<file path="src/rtl/core/grr_pkg.sv">
// shared constants and item types for the group reverse reorder block
// no dependencies
package grr_pkg;

    localparam int MAX_GROUP = 64;
    localparam int ADDR_W    = $clog2(MAX_GROUP);
    localparam int CNT_W     = $clog2(MAX_GROUP + 1);
    localparam int GSZ_W     = 7;
    localparam int WORD_W    = 32;
    localparam int CMP_W     = (CNT_W > GSZ_W) ? CNT_W : GSZ_W;

    typedef struct packed {
        logic signed [WORD_W-1:0] word_in;
        logic                     list_end_in;
    } in_item_t;

    typedef struct packed {
        logic signed [WORD_W-1:0] word_out;
        logic                     run_last;
        logic                     list_end_out;
    } out_item_t;

endpackage

</file>
<file path="src/rtl/core/grr_buffer.sv">
// group word buffer: one write port, one registered read port
// depends on grr_pkg
module grr_buffer (
    input  logic                        clk,
    input  logic                        wr_en,
    input  logic [grr_pkg::ADDR_W-1:0]  wr_addr,
    input  logic [grr_pkg::WORD_W-1:0]  wr_data,
    input  logic                        rd_en,
    input  logic [grr_pkg::ADDR_W-1:0]  rd_addr,
    output logic [grr_pkg::WORD_W-1:0]  rd_data
);

    logic [grr_pkg::WORD_W-1:0] mem [grr_pkg::MAX_GROUP];
    logic [grr_pkg::WORD_W-1:0] rd_data_reg;

    always_ff @(posedge clk)
    begin
        if (wr_en)
        begin
            mem[wr_addr] <= wr_data;
        end
    end

    always_ff @(posedge clk)
    begin
        if (rd_en)
        begin
            rd_data_reg <= mem[rd_addr];
        end
    end

    assign rd_data = rd_data_reg;

endmodule

</file>
<file path="src/rtl/core/group_reverse_reorder_top.sv">
// Reverses a word list in groups of group_size words; leftovers keep their order.
// An item that yields no result leaves the block idle, so the next item can be taken in the next cycle.
// An item that flushes n words holds off input until all n words are out: each word
// is read from the buffer in S_READ, then shown in S_SHOW until out_ready takes it.
// Reset clears the fill count and sets group_size to 1; buffer contents stay undefined.
// Depends on grr_pkg and grr_buffer.
module group_reverse_reorder_top (
    input  logic               clk,
    input  logic               rst_n,
    input  logic               in_valid,
    output logic               in_ready,
    input  grr_pkg::in_item_t  in_item,
    output logic               out_valid,
    input  logic               out_ready,
    output grr_pkg::out_item_t out_item,
    input  logic               cfg_valid,
    output logic               cfg_ready,
    input  logic [grr_pkg::GSZ_W-1:0] cfg_data
);

    localparam logic [1:0] S_IDLE = 2'd0;
    localparam logic [1:0] S_READ = 2'd1;
    localparam logic [1:0] S_SHOW = 2'd2;

    logic [1:0]                  state_reg, state_next;
    logic [grr_pkg::GSZ_W-1:0]   gsize_reg;
    logic [grr_pkg::CNT_W-1:0]   fill_reg, fill_next;
    logic [grr_pkg::CNT_W-1:0]   cnt_reg, cnt_next;
    logic [grr_pkg::ADDR_W-1:0]  addr_reg, addr_next;
    logic                        rev_reg, rev_next;
    logic                        end_reg, end_next;

    logic                        in_fire;
    logic [grr_pkg::ADDR_W-1:0]  wr_idx;
    logic [grr_pkg::CNT_W-1:0]   n_cnt;
    logic [grr_pkg::CMP_W-1:0]   g_eff;
    logic [grr_pkg::CMP_W-1:0]   n_cmp;
    logic                        group_full;
    logic                        rd_en;
    logic [grr_pkg::WORD_W-1:0]  rd_data;
    logic                        last_word;

    assign cfg_ready = 1'b1;
    assign in_ready  = (state_reg == S_IDLE);
    assign in_fire   = in_valid && in_ready;

    // group size zero acts as one, oversize saturates
    always_comb
    begin
        if (gsize_reg == '0)
        begin
            g_eff = grr_pkg::CMP_W'(1);
        end
        else if (grr_pkg::CMP_W'(gsize_reg) > grr_pkg::CMP_W'(grr_pkg::MAX_GROUP))
        begin
            g_eff = grr_pkg::CMP_W'(grr_pkg::MAX_GROUP);
        end
        else
        begin
            g_eff = grr_pkg::CMP_W'(gsize_reg);
        end
    end

    always_comb
    begin
        if (fill_reg >= grr_pkg::CNT_W'(grr_pkg::MAX_GROUP))
        begin
            wr_idx = '0;
        end
        else
        begin
            wr_idx = fill_reg[grr_pkg::ADDR_W-1:0];
        end
    end

    assign n_cnt      = grr_pkg::CNT_W'(wr_idx) + grr_pkg::CNT_W'(1);
    assign n_cmp      = grr_pkg::CMP_W'(n_cnt);
    assign group_full = (n_cmp >= g_eff);
    assign last_word  = (cnt_reg == grr_pkg::CNT_W'(1));
    assign rd_en      = (state_reg == S_READ);

    grr_buffer u_buffer (
        .clk     (clk),
        .wr_en   (in_fire),
        .wr_addr (wr_idx),
        .wr_data (in_item.word_in),
        .rd_en   (rd_en),
        .rd_addr (addr_reg),
        .rd_data (rd_data)
    );

    always_comb
    begin
        state_next = state_reg;
        fill_next  = fill_reg;
        cnt_next   = cnt_reg;
        addr_next  = addr_reg;
        rev_next   = rev_reg;
        end_next   = end_reg;
        case (state_reg)
            S_IDLE:
            begin
                if (in_fire)
                begin
                    if (group_full || in_item.list_end_in)
                    begin
                        state_next = S_READ;
                        fill_next  = '0;
                        cnt_next   = n_cnt;
                        rev_next   = group_full;
                        end_next   = in_item.list_end_in;
                        addr_next  = group_full ? wr_idx : '0;
                    end
                    else
                    begin
                        fill_next = n_cnt;
                    end
                end
            end
            S_READ:
            begin
                state_next = S_SHOW;
            end
            S_SHOW:
            begin
                if (out_ready)
                begin
                    cnt_next = cnt_reg - grr_pkg::CNT_W'(1);
                    if (last_word)
                    begin
                        state_next = S_IDLE;
                    end
                    else
                    begin
                        state_next = S_READ;
                        // reverse walks down from the newest word
                        addr_next  = rev_reg ? addr_reg - grr_pkg::ADDR_W'(1)
                                             : addr_reg + grr_pkg::ADDR_W'(1);
                    end
                end
            end
            default:
            begin
                state_next = S_IDLE;
            end
        endcase
    end

    always_ff @(posedge clk or negedge rst_n)
    begin
        if (!rst_n)
        begin
            state_reg <= S_IDLE;
            fill_reg  <= '0;
            cnt_reg   <= '0;
            gsize_reg <= grr_pkg::GSZ_W'(1);
        end
        else
        begin
            state_reg <= state_next;
            fill_reg  <= fill_next;
            cnt_reg   <= cnt_next;
            if (cfg_valid && cfg_ready)
            begin
                gsize_reg <= cfg_data;
            end
        end
    end

    always_ff @(posedge clk)
    begin
        addr_reg <= addr_next;
        rev_reg  <= rev_next;
        end_reg  <= end_next;
    end

    assign out_valid             = (state_reg == S_SHOW);
    assign out_item.word_out     = rd_data;
    assign out_item.run_last     = last_word;
    assign out_item.list_end_out = last_word && end_reg;

endmodule

</file>
<file path="config.mk">
export PLATFORM = sky130hd
export DESIGN_NAME = group_reverse_reorder_top
export DESIGN_NICKNAME = d
export VERILOG_FILES = /design/src/rtl/core/grr_pkg.sv /design/src/rtl/core/grr_buffer.sv /design/src/rtl/core/group_reverse_reorder_top.sv
export SDC_FILE = /design/constraint.sdc
export NUM_CORES = 2
export LEC_CHECK = 0
export ABC_AREA = 1
export BUFFER_PORTS_ARGS = -buffer_cell sky130_fd_sc_hd__buf_2
export CORE_ASPECT_RATIO = 0.9
export CORE_MARGIN = 2
export CORE_UTILIZATION = 30
export CTS_CLUSTER_DIAMETER = 60
export DETAILED_ROUTE_END_ITERATION = 12
export MAX_ROUTING_LAYER = met4
export PLACE_DENSITY = 0.49
export SLEW_MARGIN = 25
export SYNTH_ARGS = -nofsm -noshare
export SYNTH_HDL_FRONTEND = slang
export SYNTH_SLANG_ARGS = --single-unit
</file>
<file path="constraint.sdc">
create_clock -name clk -period 3.2 [get_ports clk]
set_clock_uncertainty 0.15 [all_clocks]
set_input_delay 0.32 -clock clk [delete_from_list [all_inputs] [get_ports clk]]
set_output_delay 0.32 -clock clk [all_outputs]
set_load 0.005 [all_outputs]
</file>
==> impl_metrics.ini <==
[outcome]
status = completed

[setup_path]
worst_path_dominant_cell_family = simple AND/OR/NAND/NOR gates
critPathKind = register to register
cp.required_ns = 3.77
cp_cell_sequence = buf_12 > inv_8 > buf_12 > buf_12 > buf_4 > nand2_1 > nand3_1 > nand3_1 > nand3_1 > nand3_1 > nand2_1 > nand2_1 > nand2_1
crit_slowest_cell = edfxtp_1
critical_path_peak_fanout = 40
crit_arrival_ns = 3.52
start_kind = register
cpPeakStageDelay_ns = 0.47
crit_buf_inv = 5
end_kind = register

[die]
fp.dieW_um = 565
placeableCoreArea_mm2 = 0.282
initial_utilization_pct = 30.1
dieHeight_um = 509
fp-row-count = 185
io_pins = 82
die_area_mm2 = 0.287

[placement]
dpl_cell_area_mm2 = 0.0926
gp_congestion = 0.894
port_buffers = 80
dp_hpwl_um = 154000
dp_cells = 10800

[power]
vdd.ir_drop.worst_uv = 473
leakage_nw = 35.0
p_per_area_mw_per_mm2 = 794

[yosys]
yosysSeqAreaShare_pct = 74.5
ys_ff_latch = 2111
synth.top_cell.area_share_pct = 73.9
syn_area_mm2 = 0.0849
syn_nets = 7121
syn_inst = 7061
synth_common_cells = 2,392 x nand2_1, 2,088 x edfxtp_1, 1,897 x nand3_1
yosys.cell_count.top_type = nand2_1
yosysWarningCount = 0
async_flop_share_pct = 1.09
yosysTopAreaCell = edfxtp_1
synthDistinctLibCells = 28
synth_ff_type = edfxtp_1
synth_area_leaders = edfxtp_1 74%, nand3_1 11%, nand2_1 11%, buf_2 1.3%, clkbuf_1 0.66%
syn_avg_cell_area_um2 = 12.0
synth_edf_count = 2088

[clock_tree]
cts_buffer_depth = 4
cts_root_buf = clkbuf_16
cts_tree = built
clk_latency_ns = 0.85
clk_pin_slew_worst_paths_ns = 0.06
htree_levels = 4
cts.sinks = 2111
cts_buffers = 218

[sta]
finalHoldViolations = 0
max_slew_margin_pct = 28.8
finalCritPeriodShare_pct = 92.1
setup_viol = 0
fin_crit_ns = 2.95
grt_setup_unrepaired = no
max_clock_freq_mhz = 339
slew_viol_final = 0
finalSetupTns_ns = 0
tightest_slew_ns = 1.07
whs_ns = 0.0481

[flow_run]
cap_violations = 0

[grt]
grt_pass1_wl_um = 391000
grt_max_degree = 132
grt_pass1_vias = 53100
grt_use_total_pct = 19.2
grt_antenna_before_repair = 13
gr-total-overflow = 0

[finish]
layout-drive-gt1-share_pct = 10.3
instances_no_fill = 11200
layout.nets = 7350
fin_area_mm2 = 0.0998
utilization_pct = 35.4
fill_cells = 27600
largest_reg_flops = 2048
area_delta_synth_final_pct = 17.5

[drt]
dr_total_vias = 56400
via_per_inst = 5.04
final_antenna_net_count = 0
remaining_drc_errors = 0
drtIter0Drc = 6547
routed_wl_um = 274000
wl_per_cell_um = 24.5
dr.pass1.iters = 5

[hold_path]
hp-class = input port to register
==> stage by stage <==
step | total power [mW] | setup WS, ns
after floorplan | 44.9 | 0.201
after global placement | 55.2 | 0.181
after detailed placement | 55.3 | 0.172
after CTS | 79.6 | 0.159
after global routing | 82.6 | 0.0698
final | 79.2 | 0.253
==> metal layers <==
metal  track usage, %  routed length [um]
met4             5.40                8210
met3             2.30               18300
met5                -                   0
met1             27.9              126000
met2             28.2              121000
==> worst reg2reg max path: stages (launching register included) <==
cell      delay, ns
edfxtp_1       0.47
buf_12         0.21
inv_8          0.14
buf_12         0.22
buf_12         0.35
buf_4          0.21
nand2_1        0.06
nand3_1        0.06
nand3_1        0.14
nand3_1        0.16
nand3_1        0.32
nand2_1        0.18
nand2_1        0.06
nand2_1        0.08
==> layout by cell type (no fill, tap or decap), types with 26 or more instances in the layout <==
| master | n |
|---|---|
| buf_2 | 77 |
| clkbuf_16 | 218 |
| nor2_4 | 65 |
| buf_12 | 137 |
| edfxtp_1 | 2088 |
| clkinv_2 | 26 |
| inv_1 | 46 |
| nand3_1 | 1897 |
| dlygate4sd3_1 | 48 |
| buf_4 | 199 |
| nand2_1 | 2392 |
| clkinv_1 | 56 |
| clkbuf_1 | 56 |
==> cells by family (layout without fill, tap and decap cells) <==
kind of cell	Yosys count	count (layout)	synth area share, %
other cells	1	7	0.00442
xor+xnor	6	6	0.0619
mux	4	4	0.0531
buf+inv	503	901	2.69
compound gates	35	35	0.214
flops	2111	2111	74.5
fa+ha+maj	15	15	0.230
simple gates	4386	4386	22.2
==> worst paths after layout <==
path	start	to	slack [ns]	cells past startpoint
min	in_item[31]	u_buffer.mem[13][30]	0.05	1
max in group asynchronous	rst_n	fill_reg[0]	2.03	4
max reg2reg	addr_reg[0]	u_buffer.rd_data[27]	0.25	13
min in group asynchronous	rst_n	gsize_reg[0]	0.33	3
min reg2reg	cnt_reg[5]	cnt_reg[5]	0.38	2
max	addr_reg[0]	u_buffer.rd_data[27]	0.25	13
==> report_power, final <==
group	switching, mW	leakage, nW	internal [mW]	total [mW]
registers	0.361	19.1	31.2	31.5
clock network	10.6	3.22	13.7	24.3
logic	16.7	12.7	6.60	23.3
total	27.7	35.0	51.5	79.2
==> final cells by class <==
class                           count  area, um^2  area share (%)
Sequential cell                  2111       63300            63.4
Multi-Input combinational cell   4447       19800            19.9
Clock buffer                      278        5720            5.73
Timing Repair Buffer              461        5100            5.11
Tap cell                         3740        4680            4.69
Clock inverter                    111         933           0.936
Inverter                           51         219           0.219
Antenna cell                        6        15.0          0.0150
==> what timing repair did <==
action                                  in CTS  in global routing
gates resized for setup                      0                  4
endpoints found under the setup margin       0                 12
endpoints found under the hold margin      917                 70
setup buffers                                0                  0
hold buffers                                47                  2
(Power assumes the default switching activity.)
